`src/design/u16u8_pkg.sv`:
```
`default_nettype none
package u16u8_pkg;

  localparam int QUEUE_DEPTH_DEF = 2;

  localparam logic [15:0] BOM_UNIT  = 16'hFEFF;
  localparam logic [15:0] HIGH_FIRST = 16'hD800;
  localparam logic [15:0] HIGH_LAST  = 16'hDBFF;
  localparam logic [15:0] LOW_FIRST  = 16'hDC00;
  localparam logic [15:0] LOW_LAST   = 16'hDFFF;
  localparam logic [20:0] SUPP_BASE  = 21'h10000;

  // one encoded code point, up to four bytes
  typedef struct packed {
    logic [3:0][7:0] b;
    logic [2:0]      len;
  } enc_t;

  // everything one input item causes, up to six bytes
  typedef struct packed {
    logic [5:0][7:0] bytes;
    logic [2:0]      len;
  } seq_t;

  function automatic enc_t encode_cp(input logic [20:0] cp);
    enc_t e;
    e = '0;
    if (cp <= 21'h7F) begin
      e.b[0] = cp[7:0];
      e.len  = 3'd1;
    end else if (cp <= 21'h7FF) begin
      e.b[0] = {3'b110, cp[10:6]};
      e.b[1] = {2'b10, cp[5:0]};
      e.len  = 3'd2;
    end else if (cp <= 21'hFFFF) begin
      e.b[0] = {4'b1110, cp[15:12]};
      e.b[1] = {2'b10, cp[11:6]};
      e.b[2] = {2'b10, cp[5:0]};
      e.len  = 3'd3;
    end else begin
      e.b[0] = {5'b11110, cp[20:18]};
      e.b[1] = {2'b10, cp[17:12]};
      e.b[2] = {2'b10, cp[11:6]};
      e.b[3] = {2'b10, cp[5:0]};
      e.len  = 3'd4;
    end
    return e;
  endfunction

  function automatic seq_t merge_seq(input enc_t a, input enc_t b);
    seq_t       s;
    logic [2:0] j;
    s = '0;
    for (int i = 0; i < 6; i++) begin
      j = 3'(i) - a.len;
      if (3'(i) < a.len) begin
        s.bytes[i] = a.b[2'(i)];
      end else if (j < 3'd4) begin
        s.bytes[i] = b.b[j[1:0]];
      end else begin
        s.bytes[i] = '0;
      end
    end
    s.len = a.len + b.len;
    return s;
  endfunction

endpackage
`default_nettype wire

```
`src/design/utf16_to_utf8_transcoder_unit.sv`:
```
// UTF-16 to UTF-8 transcoder.
// Input queue side: in_byte/in_end_of_stream, one raw UTF-16 byte per
// transfer, taken when push is high and full is low. Bytes pair into code
// units in the order set by cfg_data (1: low byte first), written with
// cfg_we while idle, a rule for the user that the block does not enforce.
// A 0xFEFF unit is dropped; a high surrogate waits for its partner.
// Output queue side: out_byte/out_last_of_run show the oldest UTF-8 byte
// while empty is low; pop takes it. out_last_of_run marks the final byte
// caused by one input byte (zero to six bytes per input).
// With the back side idle, the first byte of a result is written into the
// queue and then loaded into the back side's work register, where it shows.
// Throughput: one output byte per cycle while pop is high and results wait,
// set by the serialiser on the back side; input runs at one byte per cycle
// while the queue between front and back has room, so the sustained input
// rate is one byte per cycle or one per output byte, whichever is slower.
// Stalling pop holds the current byte; once the queue fills, full rises.
// Reset (rst_n low, synchronous) empties the queue, clears the pending
// byte and held surrogate and sets little-endian order.
`default_nettype none
module utf16_to_utf8_transcoder_unit #(
  parameter int QUEUE_DEPTH = u16u8_pkg::QUEUE_DEPTH_DEF
) (
  input  wire logic       clk,
  input  wire logic       rst_n,
  input  wire logic       cfg_we,
  input  wire logic       cfg_data,
  input  wire logic [7:0] in_byte,
  input  wire logic       in_end_of_stream,
  input  wire logic       push,
  output logic            full,
  output logic [7:0]      out_byte,
  output logic            out_last_of_run,
  output logic            empty,
  input  wire logic       pop
);

  logic            little_endian_r;
  logic            accept;
  u16u8_pkg::seq_t seq, q_data;
  logic            seq_push, q_empty, q_pop;

  always_ff @(posedge clk) begin
    if (!rst_n) begin
      little_endian_r <= 1'b1;
    end else if (cfg_we) begin
      little_endian_r <= cfg_data;
    end
  end

  assign accept = push && !full;

  u16u8_front u_front (
    .clk              (clk),
    .rst_n            (rst_n),
    .little_endian    (little_endian_r),
    .accept           (accept),
    .in_byte          (in_byte),
    .in_end_of_stream (in_end_of_stream),
    .seq              (seq),
    .seq_push         (seq_push)
  );

  u16u8_fifo #(
    .DEPTH (QUEUE_DEPTH)
  ) u_fifo (
    .clk     (clk),
    .rst_n   (rst_n),
    .wr_en   (seq_push),
    .wr_data (seq),
    .full    (full),
    .rd_en   (q_pop),
    .rd_data (q_data),
    .empty   (q_empty)
  );

  u16u8_back u_back (
    .clk             (clk),
    .rst_n           (rst_n),
    .q_data          (q_data),
    .q_empty         (q_empty),
    .q_pop           (q_pop),
    .out_byte        (out_byte),
    .out_last_of_run (out_last_of_run),
    .empty           (empty),
    .pop             (pop)
  );

endmodule
`default_nettype wire

```
`src/design/u16u8_front.sv`:
```
`default_nettype none
module u16u8_front (
  input  wire logic             clk,
  input  wire logic             rst_n,
  input  wire logic             little_endian,
  input  wire logic             accept,
  input  wire logic [7:0]       in_byte,
  input  wire logic             in_end_of_stream,
  output u16u8_pkg::seq_t       seq,
  output logic                  seq_push
);

  logic [7:0]  first_byte_r, first_byte_nxt;
  logic        first_valid_r, first_valid_nxt;
  logic [15:0] held_r, held_nxt;
  logic        held_valid_r, held_valid_nxt;

  logic [15:0]       unit;
  logic              is_low, is_high, is_bom;
  u16u8_pkg::enc_t   slot_a, slot_b;

  assign unit = little_endian ? {in_byte, first_byte_r} : {first_byte_r, in_byte};

  always_comb begin
    is_low  = unit inside {[u16u8_pkg::LOW_FIRST:u16u8_pkg::LOW_LAST]};
    is_high = unit inside {[u16u8_pkg::HIGH_FIRST:u16u8_pkg::HIGH_LAST]};
    is_bom  = (unit == u16u8_pkg::BOM_UNIT);

    slot_a          = '0;
    slot_b          = '0;
    held_nxt        = held_r;
    held_valid_nxt  = held_valid_r;
    first_byte_nxt  = first_byte_r;
    first_valid_nxt = first_valid_r;

    if (first_valid_r) begin
      first_valid_nxt = 1'b0;
      if (held_valid_r) begin
        held_valid_nxt = 1'b0;
        if (is_low) begin
          slot_a = u16u8_pkg::encode_cp(u16u8_pkg::SUPP_BASE +
                                        {1'b0, held_r[9:0], unit[9:0]});
        end else begin
          slot_a = u16u8_pkg::encode_cp({5'd0, held_r});
        end
      end
      if (!(held_valid_r && is_low)) begin
        if (is_high) begin
          held_nxt       = unit;
          held_valid_nxt = 1'b1;
        end else if (!is_bom) begin
          slot_b = u16u8_pkg::encode_cp({5'd0, unit});
        end
      end
    end else if (!in_end_of_stream) begin
      first_byte_nxt  = in_byte;
      first_valid_nxt = 1'b1;
    end

    if (in_end_of_stream) begin
      if (held_valid_nxt) begin
        if (slot_a.len == 3'd0) begin
          slot_a = u16u8_pkg::encode_cp({5'd0, held_nxt});
        end else begin
          slot_b = u16u8_pkg::encode_cp({5'd0, held_nxt});
        end
      end
      held_valid_nxt  = 1'b0;
      first_valid_nxt = 1'b0;
    end
  end

  assign seq      = u16u8_pkg::merge_seq(slot_a, slot_b);
  assign seq_push = accept && (seq.len != 3'd0);

  always_ff @(posedge clk) begin
    if (!rst_n) begin
      first_valid_r <= 1'b0;
      held_valid_r  <= 1'b0;
    end else if (accept) begin
      first_valid_r <= first_valid_nxt;
      held_valid_r  <= held_valid_nxt;
    end
  end

  always_ff @(posedge clk) begin
    if (accept) begin
      first_byte_r <= first_byte_nxt;
      held_r       <= held_nxt;
    end
  end

endmodule
`default_nettype wire

```
`src/design/u16u8_fifo.sv`:
```
`default_nettype none
module u16u8_fifo #(
  parameter int DEPTH = u16u8_pkg::QUEUE_DEPTH_DEF
) (
  input  wire logic            clk,
  input  wire logic            rst_n,
  input  wire logic            wr_en,
  input  wire u16u8_pkg::seq_t wr_data,
  output logic                 full,
  input  wire logic            rd_en,
  output u16u8_pkg::seq_t      rd_data,
  output logic                 empty
);

  localparam int AW = (DEPTH > 1) ? $clog2(DEPTH) : 1;
  localparam int CW = $clog2(DEPTH + 1);

  u16u8_pkg::seq_t store [DEPTH];
  logic [AW-1:0]   wr_ptr_r, rd_ptr_r;
  logic [CW-1:0]   count_r;
  logic            do_wr, do_rd;

  assign full    = (count_r == CW'(DEPTH));
  assign empty   = (count_r == '0);
  assign do_wr   = wr_en && !full;
  assign do_rd   = rd_en && !empty;
  assign rd_data = store[rd_ptr_r];

  always_ff @(posedge clk) begin
    if (do_wr) begin
      store[wr_ptr_r] <= wr_data;
    end
  end

  always_ff @(posedge clk) begin
    if (!rst_n) begin
      wr_ptr_r <= '0;
      rd_ptr_r <= '0;
      count_r  <= '0;
    end else begin
      if (do_wr) begin
        wr_ptr_r <= (wr_ptr_r == AW'(DEPTH - 1)) ? '0 : wr_ptr_r + 1'b1;
      end
      if (do_rd) begin
        rd_ptr_r <= (rd_ptr_r == AW'(DEPTH - 1)) ? '0 : rd_ptr_r + 1'b1;
      end
      if (do_wr && !do_rd) begin
        count_r <= count_r + 1'b1;
      end else if (do_rd && !do_wr) begin
        count_r <= count_r - 1'b1;
      end
    end
  end

endmodule
`default_nettype wire

```
`src/design/u16u8_back.sv`:
```
`default_nettype none
module u16u8_back (
  input  wire logic            clk,
  input  wire logic            rst_n,
  input  wire u16u8_pkg::seq_t q_data,
  input  wire logic            q_empty,
  output logic                 q_pop,
  output logic [7:0]           out_byte,
  output logic                 out_last_of_run,
  output logic                 empty,
  input  wire logic            pop
);

  u16u8_pkg::seq_t work_r;
  logic [2:0]      idx_r;
  logic            busy_r;
  logic            xfer, last;

  assign xfer            = pop && busy_r;
  assign last            = (idx_r == work_r.len - 3'd1);
  assign q_pop           = !q_empty && (!busy_r || (xfer && last));
  assign empty           = !busy_r;
  assign out_byte        = work_r.bytes[idx_r];
  assign out_last_of_run = last;

  always_ff @(posedge clk) begin
    if (!rst_n) begin
      busy_r <= 1'b0;
      idx_r  <= '0;
    end else if (q_pop) begin
      busy_r <= 1'b1;
      idx_r  <= '0;
    end else if (xfer) begin
      if (last) begin
        busy_r <= 1'b0;
      end else begin
        idx_r <= idx_r + 3'd1;
      end
    end
  end

  always_ff @(posedge clk) begin
    if (q_pop) begin
      work_r <= q_data;
    end
  end

endmodule
`default_nettype wire

```
`config.mk`:
```
export PLATFORM = sky130hd
export DESIGN_NAME = utf16_to_utf8_transcoder_unit
export DESIGN_NICKNAME = d
export VERILOG_FILES = /design/src/design/u16u8_pkg.sv /design/src/design/utf16_to_utf8_transcoder_unit.sv /design/src/design/u16u8_front.sv /design/src/design/u16u8_fifo.sv /design/src/design/u16u8_back.sv
export SDC_FILE = /design/constraint.sdc
export NUM_CORES = 1
export LEC_CHECK = 0
export BUFFER_PORTS_ARGS = -buffer_cell sky130_fd_sc_hd__buf_4
export CAP_MARGIN = 20
export CORE_UTILIZATION = 45
export DETAILED_ROUTE_END_ITERATION = 6
export SLEW_MARGIN = 20
export SYNTH_ARGS = -nofsm -noshare
export SYNTH_HDL_FRONTEND = slang
export SYNTH_SLANG_ARGS = --single-unit
export TNS_END_PERCENT = 1
```
`constraint.sdc`:
```
create_clock -name clk -period 6.8 [get_ports clk]
set_input_delay 1.02 -clock clk [delete_from_list [all_inputs] [get_ports clk]]
set_output_delay 1.02 -clock clk [all_outputs]
set_load 0.1 [all_outputs]
```
==> results_dict.tcl, run 1 <==
set metrics [dict create \
    io_pins 26 \
    grt_pass1_vias 6803 \
    ys_async_sr_fraction 0 \
    synth.distinct_cells 80 \
    grt_pass1_wl_um 41000 \
    numCtsBuffers 17 \
    r2r_start "little_endian_r" \
    reg2reg_slack_ns 1.45 \
    placed_cell_area_um2 10600 \
    slew_headroom 0.342 \
    setup_slack_ns 1.45 \
    drt_iter0_drc 703 \
    initial_utilization 0.463 \
    coreArea_um2 22000 \
    syn2layout_area_growth_pct 9.67 \
    timing.fmax_ghz 0.187 \
    hold_path_class "reg2reg" \
    cap_viol_max_count 0 \
    outcome "complete, but fails checks" \
    hold_buffers 0 \
    slew_violations 0 \
    worstSetupPathType "reg2reg" \
    antenna_found_initial 0 \
    track_usage 0.232 \
    drcViolationCount 2 \
    dieArea_um2 23300 \
    wl_per_cell_um 22.6 \
    syn_area_per_cell_um2 11.6 \
    start_kind "flip-flop" \
    cts_buffer_depth 2 \
    via_count 7278 \
    end_kind "flip-flop" \
    clockRootBuffer "clkbuf_16" \
    post-cts-setup-buffer-count 0 \
    multi_input_area_um2 4330 \
    placed_cells 1149 \
    htree_levels 4 \
    synth_ff_type "edfxtp_1" \
    fin_cells 1180 \
    clk_latency_ns 0.43 \
    die_h_um 153 \
    n_antenna_cell 0 \
    place.gp.congestion 0.984 \
    synthCells 883 \
    ys.warnings.count 0 \
    chipWidth_um 153 \
    p_leak_nw 3.97 \
    tightest_slew_ns 0.986 \
    portBuffers 25 \
    ir_drop_v 0.000185 \
    routed_wirelength_um 26600 \
    grt-ovfl-total 0 \
    rows 54 \
    rsz0062_at_grt "false" \
    fin_area_um2 11200 \
    post_cts_resized 0 \
    finalSetupTns_ns 0 \
    r2r_end "u_fifo.store[1][36]" \
    regArea_um2 5540 \
    reg2regPathDepth 13 \
    p_per_area_nw_per_um2 314 \
    nNetsFinal 916 \
    synth_nets 911 \
    violations "design-rule violations" \
    ys_seq_area_frac 0.542 \
    crit_path_max_fanout 27 \
    cp-startpoint "little_endian_r" \
    ys_ff_latch 188 \
    layout_common_cells "177 x edfxtp_1, 64 x nand2_1, 58 x nor2_1, 58 x mux2_2, 57 x a21oi_1" \
    worstPathRequired_ns 6.92 \
    drt-pass1-iter-count 7 \
    period_needed_ns 5.35 \
    setup_viol 0 \
    pre_cts_slack_ns 1.49 \
    finalHoldViolCount 0 \
    drive_gt1_frac 0.179 \
    post_drt_via_cell_ratio 6.17 \
    clock-sinks 188 \
    final_common_cell "edfxtp_1" \
    synth_edf_count 177 \
    endpoint "u_fifo.store[1][36]" \
    arrival_ns 5.47 \
    ant_nets 0 \
    grt_max_degree 53 \
    period_share 0.787 \
    dpl.hpwl_um 18900 \
    cts_tree "yes" \
    path_clk_slew_ns 0.07 \
    nFillCells 1969 \
    finalClockSkew_ns 0.0132 \
    netlist_area_um2 10200 \
]
==> layer usage <==
layer  global-route usage  routed length (um)  vias to the layer above  share of wire
met4               0.0875                 840                        0          0.032
met1                0.323               12200                     3562           0.46
li1                     -                   -                     3386              -
met5                    0                   0                        -              0
met2                0.363               12200                      260           0.46
met3               0.0398                1450                       70          0.054
==> worst min path at each step <==
stage	startpoint	end	depth (start not counted)
detailed placement	u_fifo.store[1][45]	u_back.work_r[45]	1
CTS	u_fifo.store[1][32]	u_back.work_r[32]	1
global route	u_fifo.store[1][49]	u_back.work_r[49]	1
floorplan	u_fifo.count_r[1]	u_fifo.count_r[1]	2
finish	u_fifo.store[0][32]	u_back.work_r[32]	1
global placement	u_fifo.count_r[1]	u_fifo.count_r[1]	2
==> registers in the layout, summed over array words and instances (netlist names) <==
name / cells
u_back.work_r: 51
u_front.first_byte_r: 8
u_front.first_valid_r: 1
u_fifo.wr_ptr_r: 1
u_front.held_valid_r: 1
little_endian_r: 1
u_fifo.rd_ptr_r: 1
u_fifo.count_r: 2
u_back.busy_r: 1
u_back.idx_r: 3
u_front.held_r: 16
u_fifo.store: 102
==> cell usage after synthesis (3+ instances only) <==
cell type  number  area, um2
a211oi_1       10       75.1
a21o_1          5       37.5
a21oi_1        57        285
a221o_1         5       50.1
a221oi_1        4       35.0
a311oi_1        5       43.8
a31oi_1        10       62.6
and2_1         13       81.3
and3_1          6       37.5
buf_1           5       18.8
buf_2          11       55.1
buf_6           3       33.8
clkbuf_1       35        131
dfxtp_1        11        220
edfxtp_1      177       5320
ha_1           12        150
inv_1          28        105
mux2_2         58        653
mux2i_1        43        430
mux4_2          8        180
nand2_1        64        240
nand2_2         3       18.8
nand2b_1        8       50.1
nand3_1        32        160
nand3b_1        5       37.5
nand4_1         3       18.8
nand4b_1        3       26.3
nor2_1         58        218
nor2b_1        11       68.8
nor3_1         14       70.1
nor4_1          5       31.3
o21a_1          5       37.5
o21ai_0        35        175
o21ai_1        18       90.1
o22ai_1        23        144
o2bb2ai_1       8       70.1
o31a_1          5       43.8
o31ai_1         4       30.0
o32ai_1         4       35.0
or3_1           9       56.3
xnor2_1         9       78.8
xor2_1          4       35.0
==> cell families (layout without fill, tap and decap cells) <==
group	count (synthesis)	in the layout	share of synthesized area
AO/OA/AOI/OAI	227	227	0.150
flip-flops	188	188	0.542
adder cells (fa/ha/maj)	13	13	0.0167
XOR/XNOR	13	13	0.0112
AND/OR/NAND/NOR	246	246	0.120
multiplexers	110	110	0.125
buffers and inverters	86	103	0.0352
==> metrics by stage <==
stage,hold slack [ns],power (mW),utilization
after floorplan,0.486,2.37,-
after global placement,0.521,2.60,0.483
after detailed placement,0.531,2.61,0.483
after CTS,0.550,3.56,0.508
after global routing,0.557,3.67,0.508
final,0.547,3.52,0.508
==> where the power goes <==
part           switching, mW  leakage, nW  internal (mW)
Combinational          0.633         1.91          0.318
Clock                  0.464        0.260          0.481
Sequential            0.0959         1.79           1.53
Total                   1.19         3.97           2.33
==> worst max-delay path, stage by stage (launching register included) <==
cell	delay (ns)
dfxtp_1	0.80
buf_4	0.36
mux2_2	0.43
or3_1	0.41
nor3_2	0.20
a21boi_4	0.39
o311ai_2	0.23
nand2_2	0.39
ha_1	0.25
fa_1	0.18
xor2_1	0.22
o31a_1	0.21
and2_2	0.60
buf_4	0.34
==> final cells by class <==
class                           instances  area share
Sequential cell                       188       0.495
Multi-Input combinational cell        609       0.387
Clock buffer                           17      0.0380
Tap cell                              280      0.0313
Timing Repair Buffer                   40      0.0268
Clock inverter                         14      0.0118
Inverter                               32      0.0108
Power figures use the tool's default switching activity.
==> run 2, diff against run 1 <==
- clock period: 6.8 -> 5.4 ns (I/O delays scaled with it)
==> results_dict.tcl, run 2 (synthesis results as in run 1) <==
set metrics [dict create \
    largest_reg_flops 102 \
    p_per_area_nw_per_um2 395 \
    pre_cts_slack_ns 0.512 \
    p_int_mw 2.96 \
    p_leak_nw 4.07 \
    period_share 0.914 \
    tightest_slew_ns 1.05 \
    ant_nets 0 \
    die_h_um 153 \
    via_count 7321 \
    fin_util 0.515 \
    swShare 0.340 \
    coreArea_um2 22000 \
    syn2layout_area_growth_pct 11.2 \
    slowest_stage "dfxtp_1" \
    ir_drop_v 0.000197 \
    pwr-share-clk 0.275 \
    clockRootBuffer "clkbuf_16" \
    top_register "u_fifo.store" \
    final_common_cell "edfxtp_1" \
    finalClockSkew_ns 0.0235 \
    arrival_ns 5.00 \
    nFillCells 1977 \
    nNetsFinal 930 \
    grt_pass1_vias 7114 \
    htree_levels 4 \
    largestRegisters "u_fifo.store x102, u_back.work_r x51, u_front.held_r x16" \
    fin_cells 1195 \
    drt-pass1-iter-count 6 \
    fin_area_um2 11300 \
    dieArea_um2 23300 \
    post_drt_via_cell_ratio 6.13 \
    grt_max_degree 53 \
    cts_tree "yes" \
    end_kind "flip-flop" \
    outcome "finished, final reports clean" \
    worstHoldPathCells 2 \
    routed_wirelength_um 27100 \
    n_antenna_cell 0 \
    seq_power_share 0.451 \
    grt-ovfl-total 0 \
    layout_common_cells "177 x edfxtp_1, 64 x nand2_1, 58 x nor2_1, 58 x mux2_2, 57 x a21oi_1" \
    period_needed_ns 4.94 \
    comb_power_share 0.274 \
    chipWidth_um 153 \
    worstPathRequired_ns 5.47 \
    rsz0062_at_grt "false" \
    initial_utilization 0.463 \
    crit_path_max_fanout 51 \
    drcViolationCount 0 \
    antenna_found_initial 0 \
    dpl.hpwl_um 19700 \
    worstSetupPathType "reg2reg" \
    cts_buffer_depth 2 \
    cap_viol_max_count 0 \
    rows 54 \
    drt_iter0_drc 693 \
    slowest_delay_ns 1.02 \
    cp.buffers_inverters 1 \
    drive_gt1_frac 0.193 \
    post-cts-setup-buffer-count 0 \
    crit_chain "nand3_1 > a222oi_1 > nand3_1 > o21ai_1 > fa_1 > xor2_1 > o31a_1 > and2_2 > buf_4" \
    slew_violations 0 \
    cp.depth 9 \
    hold_path_class "reg2reg" \
    grt_pass1_wl_um 42000 \
    crit_family "compound AO/OA/AOI/OAI gates" \
    reg2regPathDepth 9 \
    setup_slack_ns 0.462 \
    portBuffers 25 \
    start_kind "flip-flop" \
    timing.fmax_ghz 0.203 \
    wl_per_cell_um 22.6 \
    numCtsBuffers 17 \
    io_pins 26 \
    placed_cells 1163 \
    cpMostUsedCell "nand3_1" \
    placed_cell_area_um2 10700 \
    post_cts_resized 0 \
    slew_headroom 0.292 \
    clk_latency_ns 0.44 \
    finalSetupTns_ns 0 \
    place.gp.congestion 0.958 \
    setup_viol 0 \
    track_usage 0.239 \
    path_clk_slew_ns 0.08 \
    p_sw_mw 1.52 \
    finalHoldViolCount 0 \
    hold_buffers 0 \
    clock-sinks 188 \
]
-- run 2: changes by cell type in the layout (fill, tap and decap cells not counted), sizes merged --
| cell | delta |
|---|---|
| buf | +14 |
| clkinv | +1 |
| clkinvlp | -2 |
| inv | +2 |
-- run 2: power by group through the flow --
stage / registers, mW / logic (mW) / clock network, mW
6_report: 2.02 / 1.23 / 1.23
5_1_grt: 2.04 / 1.33 / 1.32
4_1_cts: 2.02 / 1.24 / 1.26
3_5_place_dp: 2.05 / 1.23 / 0
3_3_place_gp: 2.05 / 1.23 / 0
2_1_floorplan: 2.01 / 0.971 / 0
-- run 2: metrics by stage --
step	hold WS (ns)	total power [mW]
6_report	0.523	4.48
5_1_grt	0.551	4.69
4_1_cts	0.532	4.53
3_5_place_dp	0.516	3.29
3_3_place_gp	0.508	3.28
2_1_floorplan	0.486	2.98
-- run 2: worst paths after layout --
path	startpoint	endpoint	slack (ns)
worst max-delay path	little_endian_r	u_fifo.store[1][28]	0.46
worst min-delay path	u_fifo.count_r[1]	u_fifo.count_r[1]	0.52
worst max register to register	little_endian_r	u_fifo.store[1][28]	0.46
worst min register to register	u_fifo.count_r[1]	u_fifo.count_r[1]	0.52
-- run 2: area by class of cell --
cell class | count | area, um2 | share of cell area
multi-input cells | 609 | 4330 | 0.381
clock buffers | 17 | 425 | 0.0375
repair buffers | 54 | 418 | 0.0368
well taps | 280 | 350 | 0.0309
inverters | 32 | 120 | 0.0106
clock inverters | 15 | 169 | 0.0149
flip-flops and latches | 188 | 5540 | 0.488
-- run 2: worst min-delay path: cells and delay by family (launching register included) --
kind | cells | cell delay [ns]
AOI/OAI and AO/OA | 2 | 0.14
DFF | 1 | 0.34
-- run 2: layer usage --
metal	up-vias	global-route usage	wire, um
met2	245	0.380	12800
met1	3609	0.325	12200
met4	0	0.0919	643
li1	3424	-	-
met5	-	0	0
met3	43	0.0421	1460
